File: src/rtl/mht_pkg.sv
package mht_pkg;

   localparam int DEFAULT_HEAP_DEPTH = 16;

   localparam logic [2:0] STATUS_ADDED    = 3'd0;
   localparam logic [2:0] STATUS_REJECTED = 3'd1;
   localparam logic [2:0] STATUS_FULL     = 3'd2;
   localparam logic [2:0] STATUS_EXPIRED  = 3'd3;
   localparam logic [2:0] STATUS_DONE     = 3'd4;

   localparam logic KIND_ADD  = 1'b0;
   localparam logic KIND_TICK = 1'b1;

   typedef struct packed {
      logic        kind;
      logic [31:0] now_time;
      logic [31:0] timeout_value;
   } req_type;

   typedef struct packed {
      logic [2:0]  status;
      logic [31:0] expire_time;
      logic [31:0] expired_timeout;
      logic [4:0]  entries_left;
      logic [31:0] next_expire;
      logic        last;
   } rsp_type;

   // one heap slot
   typedef struct packed {
      logic [31:0] expiry;
      logic [31:0] timeout;
   } entry_type;

   typedef enum logic [3:0] {
      ST_IDLE,
      ST_DISPATCH,
      ST_UP_READ,
      ST_UP_CMP,
      ST_UP_PLACE,
      ST_TICK_CHECK,
      ST_POP_LAST,
      ST_DN_READ_L,
      ST_DN_READ_R,
      ST_DN_SEL,
      ST_DN_CMP,
      ST_EMIT
   } state_type;

   function automatic logic [31:0] sat_add(input logic [31:0] a, input logic [31:0] b);
      logic [32:0] sum;
      sum = {1'b0, a} + {1'b0, b};
      sat_add = sum[32] ? 32'hFFFF_FFFF : sum[31:0];
   endfunction

endpackage

File: src/rtl/mht_ram.sv
module mht_ram #(
   parameter int DEPTH = mht_pkg::DEFAULT_HEAP_DEPTH,
   parameter int AW    = $clog2(DEPTH)
) (
   input  logic                  clock,
   input  logic                  wr_en,
   input  logic [AW-1:0]         wr_addr,
   input  mht_pkg::entry_type    wr_data,
   input  logic [AW-1:0]         rd_addr,
   output mht_pkg::entry_type    rd_data
);

   mht_pkg::entry_type mem [DEPTH];

   always_ff @(posedge clock) begin
      if (wr_en) begin
         mem[wr_addr] <= wr_data;
      end
   end

   always_ff @(posedge clock) begin
      rd_data <= mem[rd_addr];
   end

endmodule

File: src/rtl/mht_core.sv
module mht_core #(
   parameter int HEAP_DEPTH = mht_pkg::DEFAULT_HEAP_DEPTH
) (
   input  logic             clock,
   input  logic             reset,
   input  logic             req_valid,
   output logic             req_ready,
   input  mht_pkg::req_type req_data,
   output logic             res_valid,
   input  logic             res_ready,
   output mht_pkg::rsp_type res_data
);

   localparam int AW = $clog2(HEAP_DEPTH);
   localparam int CW = $clog2(HEAP_DEPTH + 1);

   mht_pkg::state_type state_ff, state_in;

   logic [CW-1:0]      count_ff, count_in;
   mht_pkg::entry_type root_ff, root_in;
   mht_pkg::req_type   item_ff, item_in;
   mht_pkg::entry_type cand_ff, cand_in;
   mht_pkg::entry_type left_ff, left_in;
   mht_pkg::entry_type best_ff, best_in;
   logic [AW-1:0]      pos_ff, pos_in;
   logic [AW-1:0]      best_idx_ff, best_idx_in;
   logic               has_right_ff, has_right_in;
   logic [2:0]         status_ff, status_in;
   logic [31:0]        res_exp_ff, res_exp_in;
   logic [31:0]        res_tmo_ff, res_tmo_in;
   logic               last_ff, last_in;

   logic               wr_en;
   logic [AW-1:0]      wr_addr;
   mht_pkg::entry_type wr_data;
   logic [AW-1:0]      rd_addr;
   mht_pkg::entry_type rd_data;

   // the one comparator, shared by the tick check, up compare, child select and down compare
   logic [31:0] cmp_a, cmp_b;
   logic        cmp_lt;

   logic [AW-1:0] parent;
   logic [AW+1:0] lc, rc, count_x;
   logic [31:0]   new_exp;
   logic          full;

   assign cmp_lt  = cmp_a < cmp_b;
   assign parent  = (pos_ff - AW'(1)) >> 1;
   assign lc      = {1'b0, pos_ff, 1'b1};
   assign rc      = {1'b0, pos_ff, 1'b0} + (AW+2)'(2);
   assign count_x = (AW+2)'(count_ff);
   assign new_exp = mht_pkg::sat_add(item_ff.now_time, item_ff.timeout_value);
   assign full    = count_ff >= CW'(HEAP_DEPTH);

   mht_ram #(.DEPTH(HEAP_DEPTH), .AW(AW)) u_ram (
      .clock   (clock),
      .wr_en   (wr_en),
      .wr_addr (wr_addr),
      .wr_data (wr_data),
      .rd_addr (rd_addr),
      .rd_data (rd_data)
   );

   always_comb begin
      case (state_ff)
         mht_pkg::ST_UP_CMP:     begin cmp_a = cand_ff.expiry;    cmp_b = rd_data.expiry; end
         mht_pkg::ST_DN_SEL:     begin cmp_a = rd_data.expiry;    cmp_b = left_ff.expiry; end
         mht_pkg::ST_DN_CMP:     begin cmp_a = best_ff.expiry;    cmp_b = cand_ff.expiry; end
         default:                begin cmp_a = item_ff.now_time;  cmp_b = root_ff.expiry; end
      endcase
   end

   // next state
   always_comb begin
      state_in = state_ff;
      case (state_ff)
         mht_pkg::ST_IDLE: begin
            if (req_valid) state_in = mht_pkg::ST_DISPATCH;
         end
         mht_pkg::ST_DISPATCH: begin
            if (item_ff.kind == mht_pkg::KIND_TICK) begin
               state_in = mht_pkg::ST_TICK_CHECK;
            end else if (item_ff.timeout_value == 32'd0 || full || count_ff == CW'(0)) begin
               state_in = mht_pkg::ST_EMIT;
            end else begin
               state_in = mht_pkg::ST_UP_READ;
            end
         end
         mht_pkg::ST_UP_READ: state_in = mht_pkg::ST_UP_CMP;
         mht_pkg::ST_UP_CMP: begin
            if (!cmp_lt) begin
               state_in = mht_pkg::ST_EMIT;
            end else if (parent == AW'(0)) begin
               state_in = mht_pkg::ST_UP_PLACE;
            end else begin
               state_in = mht_pkg::ST_UP_READ;
            end
         end
         mht_pkg::ST_UP_PLACE: state_in = mht_pkg::ST_EMIT;
         mht_pkg::ST_TICK_CHECK: begin
            if (count_ff != CW'(0) && !cmp_lt) begin
               state_in = mht_pkg::ST_POP_LAST;
            end else begin
               state_in = mht_pkg::ST_EMIT;
            end
         end
         mht_pkg::ST_POP_LAST: state_in = mht_pkg::ST_DN_READ_L;
         mht_pkg::ST_DN_READ_L: begin
            state_in = (lc >= count_x) ? mht_pkg::ST_EMIT : mht_pkg::ST_DN_READ_R;
         end
         mht_pkg::ST_DN_READ_R: begin
            state_in = (rc < count_x) ? mht_pkg::ST_DN_SEL : mht_pkg::ST_DN_CMP;
         end
         mht_pkg::ST_DN_SEL: state_in = mht_pkg::ST_DN_CMP;
         mht_pkg::ST_DN_CMP: begin
            state_in = cmp_lt ? mht_pkg::ST_DN_READ_L : mht_pkg::ST_EMIT;
         end
         mht_pkg::ST_EMIT: begin
            if (res_ready) begin
               state_in = last_ff ? mht_pkg::ST_IDLE : mht_pkg::ST_TICK_CHECK;
            end
         end
         default: state_in = mht_pkg::ST_IDLE;
      endcase
   end

   // datapath and outputs
   always_comb begin
      count_in     = count_ff;
      item_in      = item_ff;
      cand_in      = cand_ff;
      left_in      = left_ff;
      best_in      = best_ff;
      pos_in       = pos_ff;
      best_idx_in  = best_idx_ff;
      has_right_in = has_right_ff;
      status_in    = status_ff;
      res_exp_in   = res_exp_ff;
      res_tmo_in   = res_tmo_ff;
      last_in      = last_ff;
      wr_en        = 1'b0;
      wr_addr      = pos_ff;
      wr_data      = cand_ff;
      rd_addr      = parent;
      req_ready    = 1'b0;
      res_valid    = 1'b0;

      case (state_ff)
         mht_pkg::ST_IDLE: begin
            req_ready = 1'b1;
            if (req_valid) item_in = req_data;
         end
         mht_pkg::ST_DISPATCH: begin
            res_exp_in = 32'd0;
            res_tmo_in = 32'd0;
            last_in    = 1'b1;
            if (item_ff.kind == mht_pkg::KIND_ADD) begin
               if (item_ff.timeout_value == 32'd0) begin
                  status_in = mht_pkg::STATUS_REJECTED;
               end else if (full) begin
                  status_in = mht_pkg::STATUS_FULL;
               end else begin
                  status_in  = mht_pkg::STATUS_ADDED;
                  res_exp_in = new_exp;
                  res_tmo_in = item_ff.timeout_value;
                  cand_in    = '{expiry: new_exp, timeout: item_ff.timeout_value};
                  pos_in     = AW'(count_ff);
                  count_in   = count_ff + CW'(1);
                  // empty heap: new entry lands at the root directly
                  if (count_ff == CW'(0)) begin
                     wr_en   = 1'b1;
                     wr_addr = AW'(0);
                     wr_data = '{expiry: new_exp, timeout: item_ff.timeout_value};
                  end
               end
            end
         end
         mht_pkg::ST_UP_CMP: begin
            wr_en = 1'b1;
            if (cmp_lt) begin
               // parent is later: pull it down into the hole
               wr_data = rd_data;
               pos_in  = parent;
            end
         end
         mht_pkg::ST_UP_PLACE: begin
            wr_en = 1'b1;
         end
         mht_pkg::ST_TICK_CHECK: begin
            rd_addr = AW'(count_ff - CW'(1));
            if (count_ff != CW'(0) && !cmp_lt) begin
               status_in  = mht_pkg::STATUS_EXPIRED;
               res_exp_in = root_ff.expiry;
               res_tmo_in = root_ff.timeout;
               last_in    = 1'b0;
               count_in   = count_ff - CW'(1);
            end else begin
               status_in  = mht_pkg::STATUS_DONE;
               res_exp_in = 32'd0;
               res_tmo_in = 32'd0;
               last_in    = 1'b1;
            end
         end
         mht_pkg::ST_POP_LAST: begin
            cand_in = rd_data;
            pos_in  = AW'(0);
         end
         mht_pkg::ST_DN_READ_L: begin
            rd_addr = lc[AW-1:0];
            if (lc >= count_x) wr_en = 1'b1;
         end
         mht_pkg::ST_DN_READ_R: begin
            rd_addr      = rc[AW-1:0];
            left_in      = rd_data;
            best_in      = rd_data;
            best_idx_in  = lc[AW-1:0];
            has_right_in = rc < count_x;
         end
         mht_pkg::ST_DN_SEL: begin
            // right child wins only when strictly earlier
            if (cmp_lt) begin
               best_in     = rd_data;
               best_idx_in = rc[AW-1:0];
            end
         end
         mht_pkg::ST_DN_CMP: begin
            wr_en = 1'b1;
            if (cmp_lt) begin
               wr_data = best_ff;
               pos_in  = best_idx_ff;
            end
         end
         mht_pkg::ST_EMIT: begin
            res_valid = 1'b1;
         end
         default: begin
         end
      endcase
   end

   // root mirror tracks every write to slot zero
   always_comb begin
      root_in = root_ff;
      if (wr_en && wr_addr == AW'(0)) root_in = wr_data;
   end

   always_comb begin
      res_data.status          = status_ff;
      res_data.expire_time     = res_exp_ff;
      res_data.expired_timeout = res_tmo_ff;
      res_data.entries_left    = 5'(count_ff);
      res_data.next_expire     = (count_ff != CW'(0)) ? root_ff.expiry : 32'd0;
      res_data.last            = last_ff;
   end

   always_ff @(posedge clock) begin
      if (reset) begin
         state_ff <= mht_pkg::ST_IDLE;
         count_ff <= '0;
      end else begin
         state_ff <= state_in;
         count_ff <= count_in;
      end
   end

   always_ff @(posedge clock) begin
      root_ff      <= root_in;
      item_ff      <= item_in;
      cand_ff      <= cand_in;
      left_ff      <= left_in;
      best_ff      <= best_in;
      pos_ff       <= pos_in;
      best_idx_ff  <= best_idx_in;
      has_right_ff <= has_right_in;
      status_ff    <= status_in;
      res_exp_ff   <= res_exp_in;
      res_tmo_ff   <= res_tmo_in;
      last_ff      <= last_in;
   end

   a_count_bound: assert property (@(posedge clock) disable iff (reset)
      count_ff <= CW'(HEAP_DEPTH))
      else $error("heap count above depth");

   a_wr_in_range: assert property (@(posedge clock) disable iff (reset)
      wr_en |-> (AW+1)'(wr_addr) < (AW+1)'(HEAP_DEPTH))
      else $error("heap write outside storage");

   a_last_frees: assert property (@(posedge clock) disable iff (reset)
      res_valid && res_ready && res_data.last |=> req_ready)
      else $error("not ready after final result");

   a_added_nonempty: assert property (@(posedge clock) disable iff (reset)
      res_valid && res_data.status == mht_pkg::STATUS_ADDED |-> count_ff != CW'(0))
      else $error("added result with empty heap");

   a_expired_not_last: assert property (@(posedge clock) disable iff (reset)
      res_valid && res_data.status == mht_pkg::STATUS_EXPIRED |-> !res_data.last)
      else $error("expired result flagged last");

   a_right_sel: assert property (@(posedge clock) disable iff (reset)
      state_ff == mht_pkg::ST_DN_SEL |-> has_right_ff)
      else $error("right child compare without right child");

endmodule

File: src/rtl/min_heap_timer_queue.sv
// Channel   Direction  Payload            Transaction when
// req_*     in         mht_pkg::req_type  req_valid && req_ready
// rsp_*     out        mht_pkg::rsp_type  rsp_valid && rsp_ready
//
// One item at a time; req_ready is high only while the sequencer is idle.
// Add: rejected, full or into an empty heap goes straight to the result; otherwise
// one RAM read and one compare per parent compared, plus a place step at the root.
// Tick: a root check, plus per expired timer a pop of the last entry and per level of
// sift-down up to two child reads and two passes through the shared comparator.
// Results sit in an output register; a stalled rsp_ready holds the sequencer.
// Reset is synchronous and empties the heap; no clearing pass is needed.
module min_heap_timer_queue #(
   parameter int HEAP_DEPTH = mht_pkg::DEFAULT_HEAP_DEPTH
) (
   input  logic             clock,
   input  logic             reset,
   input  logic             req_valid,
   output logic             req_ready,
   input  mht_pkg::req_type req_data,
   output logic             rsp_valid,
   input  logic             rsp_ready,
   output mht_pkg::rsp_type rsp_data
);

   logic             res_valid;
   logic             res_ready;
   mht_pkg::rsp_type res_data;

   logic             rsp_valid_ff, rsp_valid_in;
   mht_pkg::rsp_type rsp_data_ff, rsp_data_in;

   mht_core #(.HEAP_DEPTH(HEAP_DEPTH)) u_core (
      .clock     (clock),
      .reset     (reset),
      .req_valid (req_valid),
      .req_ready (req_ready),
      .req_data  (req_data),
      .res_valid (res_valid),
      .res_ready (res_ready),
      .res_data  (res_data)
   );

   assign res_ready = !rsp_valid_ff || rsp_ready;

   always_comb begin
      rsp_valid_in = rsp_valid_ff;
      rsp_data_in  = rsp_data_ff;
      if (res_valid && res_ready) begin
         rsp_valid_in = 1'b1;
         rsp_data_in  = res_data;
      end else if (rsp_ready) begin
         rsp_valid_in = 1'b0;
      end
   end

   always_ff @(posedge clock) begin
      if (reset) begin
         rsp_valid_ff <= 1'b0;
      end else begin
         rsp_valid_ff <= rsp_valid_in;
      end
   end

   always_ff @(posedge clock) begin
      rsp_data_ff <= rsp_data_in;
   end

   assign rsp_valid = rsp_valid_ff;
   assign rsp_data  = rsp_data_ff;

endmodule

File: config.mk
export PLATFORM = sky130hd
export DESIGN_NAME = min_heap_timer_queue
export DESIGN_NICKNAME = d
export VERILOG_FILES = /design/src/rtl/mht_pkg.sv /design/src/rtl/mht_ram.sv /design/src/rtl/mht_core.sv /design/src/rtl/min_heap_timer_queue.sv
export SDC_FILE = /design/constraint.sdc
export NUM_CORES = 2
export LEC_CHECK = 0
export BUFFER_PORTS_ARGS = -buffer_cell sky130_fd_sc_hd__buf_2
export CAP_MARGIN = 30
export CORE_MARGIN = 2
export CORE_UTILIZATION = 37
export DETAILED_ROUTE_END_ITERATION = 10
export MAX_ROUTING_LAYER = met4
export PLACE_DENSITY_LB_ADDON = 0.05
export SYNTH_ARGS = -nofsm -noshare
export SYNTH_HDL_FRONTEND = slang
export SYNTH_HIERARCHICAL = 1
export SYNTH_SLANG_ARGS = --single-unit
File: constraint.sdc
create_clock -name clock -period 13.1 [get_ports clock]
set_input_delay 3.93 -clock clock [delete_from_list [all_inputs] [get_ports clock]]
set_output_delay 3.93 -clock clock [all_outputs]
set_load 0.01 [all_outputs]
# [Word-level counts from Yosys, hierarchy flattened]
# Memory sizes are Yosys's and may differ from the RTL's. A register that Yosys moved wholly into a read port is not among the register bits.
# Cells that the tools add are included.
# Widths: inputs -> output; s select.
[op_classes] addsub=5 n_lt_le_gt_ge=4 eq_ne=20 muxes=76 reduce_logical=27
[op_table] op="$mux 64" count=10
[op_table] op="$mux 32" count=9
[op_table] op="$pmux 64 s2" count=2
[op_table] op="$pmux 32 s3" count=2
[op_table] op="$pmux 64 s3" count=1
[op_table] op="$pmux 32 s2" count=2
[op_table] op="$mux 4" count=18
[op_table] op="$pmux 4 s12" count=1
[op_table] op="$add 32x32->33" count=1
[op_table] op="$logic_not 32->1" count=1
[op_table] op="$lt 32x32->1" count=1
[op_table] op="$mux 5" count=4
[op_table] op="$eq 4x3->1 const B" count=4
[op_table] op="$eq 4x4->1 const B" count=4
[op_table] op="$pmux 4 s4" count=1
[op_table] op="$mux 3" count=5
[op_table] op="$logic_not 4->1" count=3
[op_table] op="$mux 1" count=12
[op_table] op="$pmux 4 s3" count=1
[op_table] op="$ne 2x2->1 const B" count=5
[op_table] op="$pmux 5 s2" count=1
[op_table] op="$eq 4x2->1 const B" count=2
[op_table] op="$ne 2x1->1 const B" count=4
[op_table] op="$pmux 4 s2" count=1
[op_table] op="24 further kinds" count=37
[word_totals] reg_bits=480 ramBits=1024 inputBits=69 out_inout_bits=107 memories=1
[mem_list] name="u_core.u_ram.mem" depth=16 word_bits=64 rd=1 rd_ports_with_merged_regs=1 wr=1 line="mht_ram.sv:13" text="mht_pkg::entry_type mem [DEPTH];"

# [Depth between registers and ports, before layout]
[depth] depth_word=8 ltp_mapped=19 depth_no_buf=16

# [By module]
# The synthesis kept the hierarchy.
[modules_own_cells] mod="mht_ram" instances=1 cells_per_inst=1647 area_per_inst_um2=39581.7 seq_area_each_um2=32030.7
[modules_own_cells] mod="mht_core" instances=1 cells_per_inst=1798 area_per_inst_um2=19767.7 seq_area_each_um2=11140.7
[modules_own_cells] mod="min_heap_timer_queue" instances=1 cells_per_inst=110 area_per_inst_um2=3208.1 seq_area_each_um2=3173.0

# [Worst setup path after synthesis]
# No wires, ideal clock.
[synth_timing] path_kind="flip-flop to flip-flop" start="reg u_core.state_ff[3]" end="reg u_core/best_ff[0] (netlist bit) (enable)" arrival_time_ps=9196 required_ps=12505 slack_ps=3309 stages_incl_launch_ff=17 synth_period_minus_slack_ps=9791 cell_sequence="dfxtp_1 > clkbuf_1 > nand2_1 > nor2_1 > clkbuf_1 > clkbuf_1 > a221oi_1 > ha_1 > a211oi_1 > o22ai_1 > a2111oi_0 > nor2_1 > o41a_1 > o31a_1 > clkbuf_1 > clkbuf_1 > a211oi_1"
[synth_between] elab_chain_len=5 elab_cells_between_ends=10
[synth_lines] item="start: declaration" line="mht_core.sv:17" text="mht_pkg::state_type state_ff, state_in;"
[synth_lines] item="start signal: assignment" line="mht_core.sv:259" text="state_ff <= mht_pkg::ST_IDLE;"
[synth_lines] item="start signal: assignment" line="mht_core.sv:262" text="state_ff <= state_in;"
[synth_lines] item="$eq 4x4->1, or another cell as far along" line="mht_core.sv:66" text="case (state_ff)"
[synth_lines] item="$pmux 32 s3" line="mht_core.sv:66"
[synth_lines] item="$lt 32x32->1" line="mht_core.sv:48" text="assign cmp_lt = cmp_a < cmp_b;"
[synth_lines] item="$ne 2x1->1 (no line)"
[synth_lines] item="$reduce_and 2->1 (no line) *"
[synth_lines] item="end signal: assignment" line="mht_core.sv:272" text="best_ff <= best_in;"
[synth_lines] item="end: declaration" line="mht_core.sv:24" text="mht_pkg::entry_type best_ff, best_in;"
# Mark *: on every way between the ends. The rest lies on a longest branch, timed or not.
# A chain may end at the register's enable or synchronous reset.

==> flow_summary.toml <==
[logic_synthesis]
synth_cell_types = 73
synthArstFlopShare_pct = 0
syn_nets = 3701
dominantRegCellSynth = "edfxtp_1"
synth-edff-count = 1494
ys_ff_latch = 1568
syn_area_per_cell_um2 = 17.6
syn_area_mm2 = 0.0626
synth_cells = 3555
synth_warnings = 6
ys_seq_area_share_pct = 74.1

[grt]
grt_pass1_wl_um = 283000
gr-usage-all-layers_pct = 24.1
grt_start_max_net_pins = 85
grt_overflow = 0
grt_pass1_vias = 36100
grt_antenna_before_repair = 9

[layout]
drive_gt1_share_pct = 22.4
syn2layout_area_growth_pct = 16.3
fin_cells = 6186
fillers = 14600
fin_nets = 3983
final_cell_area_mm2 = 0.0727

[clock_network]
clock_latency_ns = 0.85
cts_tree = "done"
postCtsSetupBuffers = 0
path_clk_slew_ns = 0.06
clockBufferDepth = 3
cts_hold_buffers = 0
cts_resized = 0
cts_made_buffers = 173
cts.sinks = 1568
cts-htree-levels = 4
clockRootBuffer = "clkbuf_16"

[detailed_routing]
drc_errors = 0
routed_via_density = 5.86
drt_iter0_drc = 4471
antenna_left = 0
drt_first_pass_iters = 7
vias = 36200
wirelength_um = 204000
routedWlPerCell_um = 33.0

[critical_path]
crit_family = "compound AO/OA/AOI/OAI gates"
crit_slowest_cell = "dfxtp_1"
worstPathRequired_ns = 13.68
max_stage_delay_ns = 0.88
start_kind = "flop"
critPathKind = "flop to flop"
worstPathMaxFanout = 68
end_kind = "flop"
worstPathCellList = "nand2_1, nor2_4, buf_4, a221oi_1, ha_1, a211oi_1, o22ai_1, a2111oi_0, nor2_1, o41a_1, o31a_2, buf_4, buf_4, a21boi_4, buf_4, a31oi_1, buf_4"
path_common_cell = "buf_4"
crit_arrival_ns = 8.75
path_buf_inv = 5

[floorplanning]
start_util_pct = 37.3
die_w_um = 415
die-area_mm2 = 0.172
placement_rows = 150
die_h_um = 415
core_region_area_mm2 = 0.168
io_pins = 176

[placed_design]
dp.final_hpwl_um = 119000
dp.cells = 5851
finalWeightedCongestion = 0.907
portBuffers = 175
dpl_cell_area_mm2 = 0.0667

[power_and_ir_drop]
p_leak_nw = 24.0
ir_worst_vdd_mv = 0.220
powerDensity_mw_per_mm2 = 293

[timing]
maxSlewHeadroom_pct = 30.3
period_minus_slack_ns = 8.17
finalHoldViolations = 0
worst_pin_slew_ns = 1.04
finalCritPeriodShare_pct = 62.4
clock-skew-final_ns = 0.0544
fmax_mhz = 122
finalSetupViolCount = 0
rsz0062_at_grt = "false"
setup-tns-final_ns = 0
slew_violations = 0

[run]
max_cap_viol_count = 0

[worst_hold_path]
hold_class = "flop to flop"

[run_status]
outcome = "complete, no violations"
cells by family after synthesis:
| logic type | Yosys count | synth area share [%] |
|---|---|---|
| mux | 263 | 9.34 |
| xor+xnor | 34 | 0.476 |
| flops | 1568 | 74.1 |
| simple gates | 641 | 4.43 |
| fa+ha+maj | 77 | 1.55 |
| compound gates | 737 | 8.47 |
| buf+inv | 235 | 1.65 |
cells in the final DEF (no fill, tap or decap), drive strengths merged, types with 10 or more instances in the layout:
cell type,synthesis,routed
a22oi,161,161
dfxtp,74,74
edfxtp,1494,1494
clkbuf,150,219
nand2b,12,12
ha,76,76
a211oi,13,13
nand3,15,15
buf,59,310
o22ai,14,14
a21o,41,41
nand2,361,361
mux4,256,256
inv,25,27
clkinv,1,77
o21a,14,14
nand4,15,15
bufinv,0,17
nor3,20,20
a222oi,63,63
a221o,15,15
xor2,14,14
a221oi,35,35
nor2,133,133
a31oi,48,48
xnor2,20,20
nor4,12,12
a21oi,105,105
and2,43,43
a22o,75,75
clkinvlp,0,11
o21ai,109,109
nor2b,10,10
final timing paths:
kind	cells after the start	slack [ns]	startpoint	endpoint
max	17	4.93	u_core/state_ff[3]	u_core/u_ram/mem[13][15]
min	0	0.40	u_core/res_exp_ff[1]	rsp_data[71]
max reg2reg	17	4.93	u_core/state_ff[3]	u_core/u_ram/mem[13][15]
min reg2reg	0	0.40	u_core/res_exp_ff[1]	rsp_data[71]
synth_stat cells (all sizes together) (20+ instances only):
| master | number | area [um2] |
|---|---|---|
| a21o | 41 | 308 |
| a21oi | 105 | 529 |
| a221oi | 35 | 313 |
| a222oi | 63 | 631 |
| a22o | 75 | 657 |
| a22oi | 161 | 1210 |
| a31oi | 48 | 300 |
| and2 | 43 | 272 |
| buf | 59 | 372 |
| clkbuf | 150 | 563 |
| dfxtp | 74 | 1480 |
| edfxtp | 1494 | 44900 |
| ha | 76 | 951 |
| inv | 25 | 93.8 |
| mux4 | 256 | 5770 |
| nand2 | 361 | 1360 |
| nor2 | 133 | 499 |
| nor3 | 20 | 100 |
| o21ai | 109 | 546 |
| xnor2 | 20 | 175 |
metal layers:
metal | up-vias | routed length (um) | global-route usage [%]
met5 | - | 0 | -
met4 | 0 | 4880 | 6.31
met3 | 277 | 13200 | 3.70
met2 | 1531 | 96300 | 37.3
met1 | 19400 | 89900 | 33.4
li1 | 15100 | - | -
state kept, by name, summed over array words and instances (netlist names), 5 cells and up:
name                  count
u_core/item_ff           65
u_core/cand_ff           64
u_core/u_ram/mem       1024
u_core/left_ff           32
u_core/res_exp_ff        32
u_core/u_ram/rd_data     64
rsp_data                105
u_core/best_ff           64
u_core/count_ff           5
u_core/root_ff           64
u_core/res_tmo_ff        32
stage by stage:
stage / utilization (%) / hold WS (ns) / total power (W) / worst slack (ns)
global route: 43.4 / 0.410 / 0.0223 / 4.64
detailed placement: 39.8 / 0.405 / 0.0164 / 4.90
floorplan: - / 0.400 / 0.0132 / 3.31
global placement: 39.5 / 0.403 / 0.0161 / 5.01
finish: 43.4 / 0.396 / 0.0213 / 4.93
CTS: 43.3 / 0.397 / 0.0214 / 4.81
where the power goes:
| group | leakage, nW | internal (W) | switching [W] | total [W] |
|---|---|---|---|---|
| registers | 14.2 | 0.00751 | 0.000552 | 0.00807 |
| clock network | 2.83 | 0.00286 | 0.00210 | 0.00495 |
| logic | 7.03 | 0.00295 | 0.00532 | 0.00827 |
| total | 24.0 | 0.0133 | 0.00797 | 0.0213 |
final cells by class:
cell class / instances / area (um2) / share of cell area [%]
antenna: 1 / 2.50 / 0.00344
clock buffer: 213 / 4580 / 6.30
clock inverter: 106 / 1300 / 1.79
inverter: 26 / 97.6 / 0.134
multi-input combinational: 1752 / 15500 / 21.3
sequential: 1568 / 46300 / 63.7
tap: 2204 / 2760 / 3.79
timing repair buffer: 316 / 2180 / 3.00
(Power assumes the default switching activity.)
